File: src/rtl/crast_pkg.sv
// ----------------------------------------------------------------------------
// crast_pkg: shared constants for the midpoint circle rasterizer
// Default coordinate width, decision constants and point count per step.
// ----------------------------------------------------------------------------
package crast_pkg;

  // Default signed width of a center coordinate
  localparam int COORD_BITS_DEF = 11;

  // Extra bits carried by the decision value beyond the coordinate width
  localparam int DEC_EXTRA_BITS = 5;

  // Midpoint decision constants
  localparam int DEC_INIT   = 3;   // initial decision is DEC_INIT - 2r
  localparam int DEC_ADD_X  = 6;   // added when only x advances
  localparam int DEC_ADD_XY = 10;  // added when x advances and y drops

  // Points per step (eight-way symmetry)
  localparam int POINTS_PER_STEP = 8;
  localparam int PIDX_BITS       = $clog2(POINTS_PER_STEP);

  // Order in which the eight symmetric points leave the block
  typedef enum logic [PIDX_BITS-1:0] {
    PT_XPA_YPB = 3'd0,
    PT_XPA_YMB = 3'd1,
    PT_XMA_YPB = 3'd2,
    PT_XMA_YMB = 3'd3,
    PT_XPB_YPA = 3'd4,
    PT_XPB_YMA = 3'd5,
    PT_XMB_YPA = 3'd6,
    PT_XMB_YMA = 3'd7
  } point_sel_t;

endpackage

File: src/rtl/crast_ifs.sv
// ----------------------------------------------------------------------------
// crast_ifs: valid/ready channels of the circle rasterizer
// Request channel (start or tick items) and point channel.
// ----------------------------------------------------------------------------
interface crast_req_if #(
  parameter int COORD_BITS = crast_pkg::COORD_BITS_DEF
);
  logic                          valid;
  logic                          ready;
  logic                          start_req;
  logic signed [COORD_BITS-1:0]  center_x;
  logic signed [COORD_BITS-1:0]  center_y;
  logic        [COORD_BITS-2:0]  radius;

  modport source (output valid, start_req, center_x, center_y, radius, input ready);
  modport sink   (input valid, start_req, center_x, center_y, radius, output ready);
endinterface

interface crast_pt_if #(
  parameter int COORD_BITS = crast_pkg::COORD_BITS_DEF
);
  logic                        valid;
  logic                        ready;
  logic signed [COORD_BITS:0]  point_x;
  logic signed [COORD_BITS:0]  point_y;
  logic                        last_of_step;
  logic                        circle_done;

  modport source (output valid, point_x, point_y, last_of_step, circle_done, input ready);
  modport sink   (input valid, point_x, point_y, last_of_step, circle_done, output ready);
endinterface

File: src/rtl/circle_rasterizer.sv
// ----------------------------------------------------------------------------
// circle_rasterizer: midpoint circle generator
// A start item loads center and radius and emits the first step; each tick
// item emits the next step as eight symmetric points.
// ----------------------------------------------------------------------------
//  channel | dir | payload                                        | items
//  req     | in  | start_req, center_x, center_y, radius          | 1 per step
//  pts     | out | point_x, point_y, last_of_step, circle_done    | 8 per step
//
//  An accepted item updates x, y and the decision and lands in a step buffer;
//  the buffer feeds the point register one point per cycle unless pts stalls.
//  A tick while idle is taken and gives no points.
//  rst (synchronous) leaves the block idle with both buffers empty.
//  Stalls on pts hold the point register; req is taken again as soon as the
//  step buffer sends its eighth point.
// ----------------------------------------------------------------------------
module circle_rasterizer #(
  parameter int COORD_BITS = crast_pkg::COORD_BITS_DEF
) (
  input  logic clk,
  input  logic rst,
  crast_req_if.sink  req,
  crast_pt_if.source pts
);
  import crast_pkg::*;

  localparam int CW = COORD_BITS;
  localparam int PW = COORD_BITS + 1;
  localparam int DW = COORD_BITS + DEC_EXTRA_BITS;
  localparam logic [PIDX_BITS-1:0] LAST_IDX = PIDX_BITS'(POINTS_PER_STEP - 1);

  // Circle state
  logic signed [CW-1:0] held_center_x;
  logic signed [CW-1:0] held_center_y;
  logic signed [CW-1:0] offset_a;
  logic signed [CW-1:0] offset_b;
  logic signed [DW-1:0] decision;
  logic                 active;

  // Step buffer
  logic                 step_valid;
  logic [PIDX_BITS-1:0] step_idx;
  logic signed [CW-1:0] step_cx;
  logic signed [CW-1:0] step_cy;
  logic signed [CW-1:0] step_a;
  logic signed [CW-1:0] step_b;
  logic                 step_done;

  // Point register
  logic                 out_valid;
  logic signed [PW-1:0] out_x;
  logic signed [PW-1:0] out_y;
  logic                 out_last;
  logic                 out_done;

  logic                 accept;
  logic                 gen;
  logic                 emit;
  logic signed [CW-1:0] cur_cx;
  logic signed [CW-1:0] cur_cy;
  logic signed [CW-1:0] cur_a;
  logic signed [CW-1:0] cur_b;
  logic signed [DW-1:0] cur_d;
  logic signed [CW-1:0] offset_a_next;
  logic signed [CW-1:0] offset_b_next;
  logic signed [DW-1:0] decision_next;
  logic                 done_next;
  logic signed [PW-1:0] pt_x;
  logic signed [PW-1:0] pt_y;
  logic signed [PW-1:0] ext_cx;
  logic signed [PW-1:0] ext_cy;
  logic signed [PW-1:0] ext_a;
  logic signed [PW-1:0] ext_b;

  // Handshake
  assign emit      = step_valid && (!out_valid || pts.ready);
  assign req.ready = !step_valid || (emit && (step_idx == LAST_IDX));
  assign accept    = req.valid && req.ready;
  assign gen       = req.start_req || active;

  // Values of this step: freshly loaded on start, else the held state
  always_comb begin
    if (req.start_req) begin
      cur_cx = req.center_x;
      cur_cy = req.center_y;
      cur_a  = '0;
      cur_b  = CW'({1'b0, req.radius});
      cur_d  = DW'(DEC_INIT) - (DW'({1'b0, req.radius}) <<< 1);
    end else begin
      cur_cx = held_center_x;
      cur_cy = held_center_y;
      cur_a  = offset_a;
      cur_b  = offset_b;
      cur_d  = decision;
    end
  end

  // Midpoint update
  always_comb begin
    offset_a_next = cur_a + CW'(1);
    if (cur_d < 0) begin
      offset_b_next = cur_b;
      decision_next = cur_d + (DW'(offset_a_next) <<< 2) + DW'(DEC_ADD_X);
    end else begin
      offset_b_next = cur_b - CW'(1);
      decision_next = cur_d + ((DW'(offset_a_next) - DW'(offset_b_next)) <<< 2)
                      + DW'(DEC_ADD_XY);
    end
    done_next = offset_a_next > offset_b_next;
  end

  // Point selection, wraps at PW bits
  assign ext_cx = PW'(step_cx);
  assign ext_cy = PW'(step_cy);
  assign ext_a  = PW'(step_a);
  assign ext_b  = PW'(step_b);

  always_comb begin
    case (point_sel_t'(step_idx))
      PT_XPA_YPB: begin pt_x = ext_cx + ext_a; pt_y = ext_cy + ext_b; end
      PT_XPA_YMB: begin pt_x = ext_cx + ext_a; pt_y = ext_cy - ext_b; end
      PT_XMA_YPB: begin pt_x = ext_cx - ext_a; pt_y = ext_cy + ext_b; end
      PT_XMA_YMB: begin pt_x = ext_cx - ext_a; pt_y = ext_cy - ext_b; end
      PT_XPB_YPA: begin pt_x = ext_cx + ext_b; pt_y = ext_cy + ext_a; end
      PT_XPB_YMA: begin pt_x = ext_cx + ext_b; pt_y = ext_cy - ext_a; end
      PT_XMB_YPA: begin pt_x = ext_cx - ext_b; pt_y = ext_cy + ext_a; end
      PT_XMB_YMA: begin pt_x = ext_cx - ext_b; pt_y = ext_cy - ext_a; end
      default:    begin pt_x = ext_cx;         pt_y = ext_cy;         end
    endcase
  end

  // State, step buffer and point register
  always_ff @(posedge clk) begin
    if (rst) begin
      held_center_x <= '0;
      held_center_y <= '0;
      offset_a      <= '0;
      offset_b      <= '0;
      decision      <= '0;
      active        <= 1'b0;
      step_valid    <= 1'b0;
      step_idx      <= '0;
      out_valid     <= 1'b0;
    end else begin
      // point register
      if (emit) begin
        out_valid <= 1'b1;
        out_x     <= pt_x;
        out_y     <= pt_y;
        out_last  <= (step_idx == LAST_IDX);
        out_done  <= step_done;
      end else if (pts.ready) begin
        out_valid <= 1'b0;
      end

      // new step, else walk the step buffer
      if (accept && gen) begin
        held_center_x <= cur_cx;
        held_center_y <= cur_cy;
        offset_a      <= offset_a_next;
        offset_b      <= offset_b_next;
        decision      <= decision_next;
        active        <= !done_next;
        step_valid    <= 1'b1;
        step_idx      <= '0;
        step_cx       <= cur_cx;
        step_cy       <= cur_cy;
        step_a        <= cur_a;
        step_b        <= cur_b;
        step_done     <= done_next;
      end else if (emit) begin
        step_idx <= step_idx + PIDX_BITS'(1);
        if (step_idx == LAST_IDX) begin
          step_valid <= 1'b0;
        end
      end
    end
  end

  assign pts.valid        = out_valid;
  assign pts.point_x      = out_x;
  assign pts.point_y      = out_y;
  assign pts.last_of_step = out_last;
  assign pts.circle_done  = out_done;

endmodule
File: src/flat_wrapper.sv
// flat-port wrapper written by rule: the top's interface ports become plain ports
module circle_rasterizer_flat import crast_pkg::*;
#(
  parameter int COORD_BITS = crast_pkg::COORD_BITS_DEF
)
  (clk, rst, req_valid, req_start_req, req_center_x, req_center_y, req_radius, req_ready, pts_valid, pts_point_x, pts_point_y, pts_last_of_step, pts_circle_done, pts_ready);
  crast_req_if #(.COORD_BITS(COORD_BITS)) req_i ();
  crast_pt_if #(.COORD_BITS(COORD_BITS)) pts_i ();
  input  logic clk;
  input  logic rst;
  input wire logic [$bits(req_i.valid)-1:0] req_valid;
  input wire logic [$bits(req_i.start_req)-1:0] req_start_req;
  input wire logic [$bits(req_i.center_x)-1:0] req_center_x;
  input wire logic [$bits(req_i.center_y)-1:0] req_center_y;
  input wire logic [$bits(req_i.radius)-1:0] req_radius;
  output wire logic [$bits(req_i.ready)-1:0] req_ready;
  output wire logic [$bits(pts_i.valid)-1:0] pts_valid;
  output wire logic [$bits(pts_i.point_x)-1:0] pts_point_x;
  output wire logic [$bits(pts_i.point_y)-1:0] pts_point_y;
  output wire logic [$bits(pts_i.last_of_step)-1:0] pts_last_of_step;
  output wire logic [$bits(pts_i.circle_done)-1:0] pts_circle_done;
  input wire logic [$bits(pts_i.ready)-1:0] pts_ready;
  assign req_i.valid = req_valid;
  assign req_i.start_req = req_start_req;
  assign req_i.center_x = req_center_x;
  assign req_i.center_y = req_center_y;
  assign req_i.radius = req_radius;
  assign req_ready = req_i.ready;
  assign pts_valid = pts_i.valid;
  assign pts_point_x = pts_i.point_x;
  assign pts_point_y = pts_i.point_y;
  assign pts_last_of_step = pts_i.last_of_step;
  assign pts_circle_done = pts_i.circle_done;
  assign pts_i.ready = pts_ready;
  circle_rasterizer #(.COORD_BITS(COORD_BITS)) u_core (.clk(clk), .rst(rst), .req(req_i), .pts(pts_i));
endmodule
File: config.mk
export PLATFORM = sky130hd
export DESIGN_NAME = circle_rasterizer_flat
export DESIGN_NICKNAME = d
export VERILOG_FILES = /design/src/rtl/crast_pkg.sv /design/src/rtl/crast_ifs.sv /design/src/rtl/circle_rasterizer.sv /design/src/flat_wrapper.sv
export SDC_FILE = /design/constraint.sdc
export NUM_CORES = 1
export LEC_CHECK = 0
export ABC_AREA = 1
export BUFFER_PORTS_ARGS = -buffer_cell sky130_fd_sc_hd__buf_4
export CORE_AREA = 2 2 201 203
export CTS_BUF_LIST = sky130_fd_sc_hd__clkbuf_8 sky130_fd_sc_hd__clkbuf_16
export CTS_CLUSTER_SIZE = 10
export DETAILED_ROUTE_END_ITERATION = 8
export DIE_AREA = 0 0 203 205
export SLEW_MARGIN = 20
export SYNTH_ARGS = -nofsm -noshare
export SYNTH_HDL_FRONTEND = slang
export SYNTH_SLANG_ARGS = --single-unit
export TNS_END_PERCENT = 100
File: constraint.sdc
create_clock -name clk -period 7.61 [get_ports clk]
set_clock_uncertainty 0.1 [all_clocks]
set_input_delay 1.522 -clock clk [delete_from_list [all_inputs] [get_ports clk]]
set_output_delay 1.522 -clock clk [all_outputs]
set_load 0.01 [all_outputs]
After elaboration in Yosys (flattened, before gate mapping)
Index checks and enable logic that the tools add are counted.

storage, ports and cells
  bits in registers = 137
  input bits = 37
  logic and storage cells = 85

cells by class
  $add $sub $neg = 17
  magnitude comparators = 2
  equality and inequality tests = 7
  muxes and demuxes = 14
  bitwise logic cells = 1
  reduce and logical (&&, ||, !) cells = 26

operators by type and width
  kind                     number
  $pmux W12 S4             2
  $sub A11 B11 Y12         5
  $mux W11                 5
  $add A11 B11 Y12         4
  $mux W16                 2
  $reduce_or A2 Y1         9
  $add A16 B13 Y16         1
  $add A16 B14 Y16         1
  $add A16 B4 Y16 const B  1
  $add A16 B5 Y16 const B  1
  $lt A16 B1 Y1 const B    1
  $eq A3 B3 Y1 const B     4
  $sub A2 B11 Y12 const A  1
  $add A11 B2 Y11 const B  1
  $gt A11 B11 Y1           1
  $sub A11 B2 Y11 const B  1
  $eq A3 B2 Y1 const B     2
  $reduce_and A2 Y1        3
  $reduce_bool A2 Y1       3
  $mux W1                  5
  $logic_and A1 B1 Y1      4
  $add A3 B1 Y3 const B    1
  $eq A3 B1 Y1 const B     1
  $logic_not A1 Y1         3
  3 further kinds          5

Logic depth before layout (Yosys ltp)
Gate-level depths: netlist of run 1.

  depth in word-level cells = 9
  depth in mapped cells = 34
  depth with buffers taken out = 31

Worst setup path before layout of run 1
No wires, ideal clock.

  path type = input to register
  from = input port req_start_req
  to = register u_core.decision[15]
  setup time = 113 ps
  arrival = 6185 ps
  required time = 7397 ps
  slack = 1212 ps
  cell stages on the path = 32
  buffers on the path = 4
  cell sequence = buf_6 buf_4 clkbuf_1 clkbuf_1 nor2_1 ha_1 nand4_1 nor3_2 nand2_1 nor2_1 nand2_1 xor2_1 inv_1 ha_1 nand2_1 inv_1 a21oi_2 nand2_1 nand2_2 nand2_1 ha_1 ha_1 inv_1 nor3_1 nand2_1 o21ai_0 xor2_1 nand3_2 nand3_2 nand2_1 nand2_1 nand2_1

on the way
  longest elaborated chain between the ends = 6

ends and longest elaborated chain
  item                          line                      RTL
  start, declared               flat_wrapper.sv:12        input wire logic [$bits(req_i.start_req)-1:0] req_start_req;
  $mux W11 (*)                  circle_rasterizer.sv:83   if (req.start_req) begin
  via u_core.cur_a[0]           circle_rasterizer.sv:61   logic signed [CW-1:0] cur_a;
  $add A11 B2 Y11 (*)           circle_rasterizer.sv:100  offset_a_next = cur_a + CW'(1);
  via u_core.offset_a_next[10]  circle_rasterizer.sv:64   logic signed [CW-1:0] offset_a_next;
  $sub A11 B11 Y12              circle_rasterizer.sv:106  decision_next = cur_d + ((DW'(offset_a_next) - DW'(offset_b_next)) <<< 2)
  $add A16 B14 Y16              circle_rasterizer.sv:106
  $add A16 B5 Y16               circle_rasterizer.sv:107  + DW'(DEC_ADD_XY);
  $mux W16 (*)                  circle_rasterizer.sv:101  if (cur_d < 0) begin
  end signal, assigned          circle_rasterizer.sv:162  decision <= decision_next;
  end, declared                 circle_rasterizer.sv:37   logic signed [DW-1:0] decision;

Mark *: on every way through the listed nets, which the timed path passes. The rest lies on a longest branch.
A chain may end at the register's enable or synchronous reset.

Worst setup path in the final report of run 1
Same ends and word-level chain as after synthesis.

==> impl_metrics.csv, run 1 <==
group,metric,value,unit
layout,nNetsFinal,1448,
logic_synthesis,synthesis.nets,1386,
cts,clkSinkCount,136,
worst_setup_path,crit_top_cell,"sky130_fd_sc_hd__nand2_1",
floorplanning,num_rows,73,
cts,clkSlewWorstSetupHoldPaths,60,ps
logic_synthesis,synth_cell_types,49,
sta,min_period_over_period,84.7,%
layout,final_cell_mix,"sky130_fd_sc_hd__nand2_1 (252), sky130_fd_sc_hd__inv_1 (178), sky130_fd_sc_hd__o21ai_0 (129), sky130_fd_sc_hd__ha_1 (105), sky130_fd_sc_hd__a21oi_1 (74)",
power,power-per-cell-area,193,nW/um^2
layout,area_delta_synth_final,16.2,%
sta,worst-slew-pin-transition,1090,ps
worst_setup_path,setup.worst_path.end_class,"flop",
worst_setup_path,timing.setup.critical_path_class,"in2reg",
logic_synthesis,synth-seq-area-share,35.0,%
sta,min_period,6440,ps
route,post-route-drc-count,0,
layout,layout-drive-gt1-share,11.6,%
sta,maxClockFrequency,0.155,GHz
worst_setup_path,critical_path.top_delay_family,"simple AND/OR/NAND/NOR gates",
route,wl_per_cell,14.1,um
logic_synthesis,ys_dominant_reg_cell,"sky130_fd_sc_hd__edfxtp_1",
flow_run,drv.max_cap_violation_count,0,
logic_synthesis,synth_largest_area_cell,"sky130_fd_sc_hd__edfxtp_1",
cts,cts_tree,"yes",
sta,setup_viol,0,
floorplanning,initial_utilization,24.9,%
place,place.port_buffers,64,
cts,htree_levels,4,
layout,final_common_cell,"sky130_fd_sc_hd__nand2_1",
grt,grt_antenna_before_repair,0,
place,cell_total_after_placement,1807,
power,vdd.ir_drop.worst,141,uV
worst_setup_path,cpMaxStageDelayCell,"sky130_fd_sc_hd__nor2_1",
route,iteration_count_of_the_initial_detailed_routing_pass,5,
grt,globalRoute.totalOverflow,0,
logic_synthesis,postSynthCellCount,1239,
floorplanning,fp.dieArea,41600,um^2
route,detail_route.vias_per_cell,4.55,
sta,report.final.hold_viol_count,0,
worst_setup_path,crit_fanout,52,
grt,grt_max_degree,84,
cts,cts_buffers,17,
power,p_leak,0.00500,uW
layout,total_area_of_multi_input_combinational_cells,5550,um^2
cts,cts_repair_resize_count,0,
route,wl,25900,um
worst_setup_path,critical-path-max-stage-delay,470,ps
worst_hold_path,hold_class,"reg2reg",
sta,grt_setup_unrepaired,"no",
worst_setup_path,required,7880,ps
cts,cts.root.buffer_cell,"sky130_fd_sc_hd__clkbuf_16",
logic_synthesis,ys_top_cells_by_area,"sky130_fd_sc_hd__edfxtp_1 (22%), sky130_fd_sc_hd__ha_1 (13%), sky130_fd_sc_hd__dfxtp_1 (13%)",
grt,globalRouteTotalUtil,12.7,%
grt,grt_pass1_vias,8230,
sta,fin_setup_tns,0,ps
sta,final.hold.worst_slack,327,ps
cts,postCtsHoldBufs,0,
worst_setup_path,crit_buf_inv,5,
logic_synthesis,yosysTopAreaCellShare,21.8,%
grt,wire_length_of_the_first_global_routing_pass,42000,um
layout,fin_cells,1839,
floorplanning,die-width,203,um
logic_synthesis,yosys_register_bits,136,
worst_setup_path,worst_setup_path_start_kind,"primary input",
floorplanning,dieHeight,205,um
layout,final_util,28.9,%
route,initialDrtViolationCount,655,
route,dr_total_vias,8369,
worst_setup_path,worst_ep_arrival_time,6710,ps
cts,postCtsSetupRepairBufs,0,
sta,finalMaxSlewViolations,0,
route,detail-route-antenna-nets,0,
logic_synthesis,post_synth_instance_area,9800,um^2
layout,filler_cell_count,4155,
logic_synthesis,ys_warn_count,0,
place,gpl.final_weighted_congestion,0.904,
sta,worst_slew_margin_rel,27.4,%
cts,cts_buffer_depth,2,
floorplanning,core_region_area,39400,um^2
logic_synthesis,ys_async_sr_fraction,0,%
floorplanning,i_o_pin_count,65,
layout,diodes,0,
status,status,"finished, final reports clean",
place,hpwl,19900,um
logic_synthesis,synth-edff-count,71,
logic_synthesis,syn_area_per_cell,7.91,um^2
layout,area.sequential,3430,um^2
cts,worstSkewPairLatency,430,ps
worst reg2reg max path, delay by kind of cell, from the launching register on:
family	cells	cell delay, ps
buffers and inverters	5	460
AO/OA/AOI/OAI	2	440
flip-flops	1	320
XOR/XNOR	2	530
AND/OR/NAND/NOR	17	2130
adder cells (fa/ha/maj)	4	1320
final cells by class:
class	instances	area share, %
Inverter	180	5.93
Timing Repair Buffer	71	4.68
Clock inverter	14	0.879
Sequential cell	136	30.2
Multi-Input combinational cell	895	48.7
Clock buffer	18	3.86
Tap cell	525	5.77
cell usage after synthesis, types with 8 or more instances:
master                     count
sky130_fd_sc_hd__nand3_1      42
sky130_fd_sc_hd__nand2_2      12
sky130_fd_sc_hd__edfxtp_1     71
sky130_fd_sc_hd__clkbuf_1     16
sky130_fd_sc_hd__nor3_1       12
sky130_fd_sc_hd__a21oi_1      74
sky130_fd_sc_hd__nor2_1       69
sky130_fd_sc_hd__inv_1       176
sky130_fd_sc_hd__nand4_1       8
sky130_fd_sc_hd__nor2_2       10
sky130_fd_sc_hd__o22ai_1      26
sky130_fd_sc_hd__dfxtp_1      65
sky130_fd_sc_hd__xor2_1       53
sky130_fd_sc_hd__nand2_1     252
sky130_fd_sc_hd__a211oi_1     10
sky130_fd_sc_hd__o21ai_0     129
sky130_fd_sc_hd__xnor2_1      18
sky130_fd_sc_hd__ha_1        105
logic make-up (layout without fill, tap and decap cells):
kind of cell | after synthesis | count (layout) | share of synthesized area, %
buf+inv | 208 | 283 | 8.43
xor+xnor | 71 | 71 | 6.35
simple gates | 427 | 427 | 19.1
fa+ha+maj | 110 | 110 | 14.4
flops | 136 | 136 | 35.0
compound gates | 287 | 287 | 16.7
worst paths after layout:
path                       from                      to  slack [ps]  cells past startpoint
max               req_start_req     u_core.decision[15]        1170                     30
min            u_core.step_done  u_core.pts.circle_done         330                      0
max reg2reg  u_core.offset_a[0]     u_core.decision[15]        2290                     30
min reg2reg    u_core.step_done  u_core.pts.circle_done         330                      0
through the flow:
stage / setup WS (ps) / total power [uW] / instance area [um^2]
global placement: 906 / 1430 / 10800
detailed placement: 727 / 1440 / 10800
global route: 575 / 2330 / 11400
CTS: 1190 / 2210 / 11400
floorplan: 1210 / 1280 / 9800
finish: 1170 / 2200 / 11400
state kept, by name (all words and copies together) (netlist names), 3 cells and up:
register / count
u_core.pts.point_x: 12
u_core.decision: 15
u_core.held_center_y: 11
u_core.step_a: 11
u_core.step_idx: 3
u_core.step_cx: 11
u_core.step_cy: 11
u_core.offset_b: 11
u_core.offset_a: 11
u_core.pts.point_y: 12
u_core.held_center_x: 11
u_core.step_b: 11
where the power goes:
part           total (uW)  switching, uW  internal [uW]
logic                 594            373            221
clock network         769            343            426
registers             835           17.0            818
total                2200            733           1470
metal layers:
metal	GRT usage [%]	vias to the layer above	wire length [um]	part of all wire (%)
met5	0	-	0	0
li1	-	4305	-	-
met3	1.91	38	1110	4.3
met2	21.3	211	12000	46
met1	16.8	3815	12400	48
met4	3.78	0	465	1.8
No activity file was read; power rests on OpenSTA's default activity.
==> run 2, diff against run 1 <==
--- a/config.mk
+++ b/config.mk
@@ -5,13 +5,13 @@
 export SDC_FILE = /design/constraint.sdc
 export NUM_CORES = 1
 export LEC_CHECK = 0
-export ABC_AREA = 1
+export ABC_AREA = 0
 export BUFFER_PORTS_ARGS = -buffer_cell sky130_fd_sc_hd__buf_4
-export CORE_AREA = 2 2 201 203
+export CORE_AREA = 2 2 203 205
 export CTS_BUF_LIST = sky130_fd_sc_hd__clkbuf_8 sky130_fd_sc_hd__clkbuf_16
 export CTS_CLUSTER_SIZE = 10
 export DETAILED_ROUTE_END_ITERATION = 8
-export DIE_AREA = 0 0 203 205
+export DIE_AREA = 0 0 205 207
 export SLEW_MARGIN = 20
 export SYNTH_ARGS = -nofsm -noshare
 export SYNTH_HDL_FRONTEND = slang
==> constraint.sdc (replaced) <==
create_clock -name clk -period 5.6 [get_ports clk]
set_clock_uncertainty 0.1 [all_clocks]
set_input_delay 1.12 -clock clk [delete_from_list [all_inputs] [get_ports clk]]
set_output_delay 1.12 -clock clk [all_outputs]
set_load 0.01 [all_outputs]
==> impl_metrics.csv, run 2 <==
group,metric,value,unit
status,status,"finished, final reports clean",
worst_setup_path,cpMaxStageDelayCell,"sky130_fd_sc_hd__or4_1",
place,hpwl,20900,um
layout,largest_register_ff_count,15,
route,dr_total_vias,8460,
cts,cts_buffers,17,
flow_run,drv.max_cap_violation_count,0,
worst_setup_path,critical-path-max-stage-delay,620,ps
floorplanning,die-width,205,um
place,cell_total_after_placement,1782,
route,wl,27100,um
grt,grt_antenna_before_repair,0,
floorplanning,core_region_area,40400,um^2
logic_synthesis,synth-seq-area-share,34.5,%
floorplanning,fp.dieArea,42400,um^2
sta,final.hold.worst_slack,318,ps
grt,grt_max_degree,58,
worst_setup_path,required,5810,ps
layout,diodes,0,
place,placed_area,11800,um^2
logic_synthesis,synthesis.nets,1273,
floorplanning,num_rows,74,
logic_synthesis,yosys_register_bits,136,
sta,min_period_over_period,95.4,%
worst_setup_path,crit_fanout,6,
route,detail_route.vias_per_cell,4.66,
cts,postCtsSetupRepairBufs,0,
power,vdd.ir_drop.worst,198,uV
route,iteration_count_of_the_initial_detailed_routing_pass,5,
cts,cts_buffer_depth,2,
worst_setup_path,crit_top_cell,"sky130_fd_sc_hd__ha_1",
cts,worstSkewPairLatency,430,ps
worst_setup_path,timing.setup.critical_path_class,"in2reg",
floorplanning,initial_utilization,24.6,%
place,gpl.final_weighted_congestion,0.901,
floorplanning,dieHeight,207,um
route,wl_per_cell,14.9,um
cts,cts.root.buffer_cell,"sky130_fd_sc_hd__clkbuf_16",
logic_synthesis,ys_dominant_reg_cell,"sky130_fd_sc_hd__edfxtp_1",
worst_setup_path,critical_path.cell_chain,"buf_4, mux2i_2, ha_1, o21ai_0, or4_1, buf_4, xnor2_1, ha_1, and3_1, a221o_1, xnor2_1, ha_1, ha_4, a21oi_2, nor2b_1, o21a_1, a211oi_4, nor2b_1, mux2_4, a211o_1",
logic_synthesis,ys_top_cells_by_area,"sky130_fd_sc_hd__edfxtp_1 (21%), sky130_fd_sc_hd__ha_1 (13%), sky130_fd_sc_hd__dfxtp_1 (13%)",
floorplanning,i_o_pin_count,65,
layout,nNetsFinal,1416,
logic_synthesis,synth_largest_area_cell,"sky130_fd_sc_hd__edfxtp_1",
cts,postCtsHoldBufs,0,
layout,layout-drive-gt1-share,20.7,%
sta,setup_viol,0,
logic_synthesis,post_synth_most_frequent_cells,"sky130_fd_sc_hd__nand2_1 (127), sky130_fd_sc_hd__nor2_1 (127), sky130_fd_sc_hd__ha_1 (105)",
layout,filler_cell_count,4286,
sta,report.final.hold_viol_count,0,
grt,globalRouteTotalUtil,13.0,%
logic_synthesis,syn_area_per_cell,8.83,um^2
logic_synthesis,yosysTopAreaCellShare,21.4,%
layout,fin_cells,1814,
logic_synthesis,synth_cell_types,69,
worst_setup_path,critical_path.top_delay_family,"compound AO/OA/AOI/OAI gates",
worst_setup_path,worst_ep_arrival_time,5550,ps
place,place.port_buffers,64,
cts,cts_tree,"yes",
layout,postLayoutCellArea,12500,um^2
sta,min_period,5340,ps
sta,worst_slew_margin_rel,50.9,%
layout,area_delta_synth_final,25.4,%
power,p_leak,0.00516,uW
worst_setup_path,crit_buf_inv,2,
logic_synthesis,synth-edff-count,71,
sta,maxClockFrequency,0.187,GHz
route,initialDrtViolationCount,524,
worst_hold_path,hold_class,"reg2reg",
worst_setup_path,worst_setup_path_start_kind,"primary input",
worst_setup_path,setup.worst_path.end_class,"flop",
grt,wire_length_of_the_first_global_routing_pass,44100,um
logic_synthesis,postSynthCellCount,1126,
logic_synthesis,ys_async_sr_fraction,0,%
logic_synthesis,post_synth_instance_area,9940,um^2
route,post-route-drc-count,0,
cts,htree_levels,4,
sta,finalMaxSlewViolations,0,
logic_synthesis,ys_warn_count,0,
cts,clkSlewWorstSetupHoldPaths,70,ps
cts,clkSinkCount,136,
power,power-per-cell-area,289,nW/um^2
layout,final_cell_mix,"sky130_fd_sc_hd__buf_4 (157), sky130_fd_sc_hd__nand2_1 (127), sky130_fd_sc_hd__nor2_1 (125), sky130_fd_sc_hd__ha_1 (100), sky130_fd_sc_hd__a21oi_1 (83)",
sta,grt_setup_unrepaired,"no",
grt,grt_pass1_vias,8514,
grt,globalRoute.totalOverflow,0,
layout,max_flop_register,"u_core.decision",
layout,final_common_cell,"sky130_fd_sc_hd__buf_4",
sta,worst-slew-pin-transition,737,ps
route,detail-route-antenna-nets,0,
[run 2: final timing paths]
path,slack [ps],to,startpoint,cells past startpoint
setup / recovery,260,u_core.decision[15],req_start_req,20
hold reg to reg,320,u_core.pts.circle_done,u_core.step_done,0
hold / removal,320,u_core.pts.circle_done,u_core.step_done,0
setup reg to reg,830,u_core.decision[15],u_core.offset_b[0],19
[run 2: final cells by class]
type                            instances  area (um^2)  area share, %
Inverter                               58          220           1.77
Tap cell                              532          666           5.34
Timing Repair Buffer                  159         1210           9.71
Clock buffer                           18          439           3.52
Clock inverter                         14          185           1.49
Multi-Input combinational cell        897         6310           50.6
Sequential cell                       136         3430           27.5
[run 2: worst register-to-register path: stages, from the launching register on]
cell and delay (ps):
sky130_fd_sc_hd__dfxtp_1 330, sky130_fd_sc_hd__mux2i_2 180, sky130_fd_sc_hd__ha_1 200, sky130_fd_sc_hd__o21ai_0 190, sky130_fd_sc_hd__or4_1 620, sky130_fd_sc_hd__buf_4 180
sky130_fd_sc_hd__xnor2_1 190, sky130_fd_sc_hd__ha_1 280, sky130_fd_sc_hd__and3_1 170, sky130_fd_sc_hd__a221o_1 310, sky130_fd_sc_hd__xnor2_1 180, sky130_fd_sc_hd__ha_1 280
sky130_fd_sc_hd__ha_4 240, sky130_fd_sc_hd__a21oi_2 130, sky130_fd_sc_hd__nor2b_1 60, sky130_fd_sc_hd__o21a_1 210, sky130_fd_sc_hd__a211oi_4 240, sky130_fd_sc_hd__nor2b_1 90
sky130_fd_sc_hd__mux2_4 280, sky130_fd_sc_hd__a211o_1 220
[run 2: logic make-up after synthesis]
family | share of synthesized area, %
DFF | 34.5
buffers and inverters | 3.74
and+or+nand+nor | 18.1
AOI/OAI and AO/OA | 16.3
xor gates and xnor gates | 8.03
adders and majority gates | 14.3
muxes | 5.01
[run 2: power by group]
group | total [uW] | switching [uW] | internal [uW]
sequential | 1160 | 35.9 | 1120
combinational | 1230 | 643 | 591
clock | 1210 | 487 | 726
[run 2: through the flow]
stage / power, uW / utilization, % / worst slack (ps) / TNS [ps]
after floorplan: 2020 / - / -309 / -362
after global placement: 2370 / 29.3 / -115 / -148
after detailed placement: 2400 / 29.3 / -197 / -396
after CTS: 3630 / 30.8 / 228 / 0
after global routing: 3820 / 30.9 / 14.3 / 0
final: 3600 / 30.9 / 257 / 0
[run 2: what timing repair did]
item                                   in CTS  in global routing
gates resized for setup                     0                  5
setup endpoints to repair                   0                  1
endpoints found under the hold margin       0                  0
[run 2: per-layer routing]
layer	global-route usage, %	vias up	part of all wire, %	routed length [um]
li1	-	4298	-	-
met3	1.95	25	3.1	839
met5	0	-	0	0
met1	16.3	3961	46	12400
met4	3.82	0	1.6	427
met2	22.9	176	49	13400
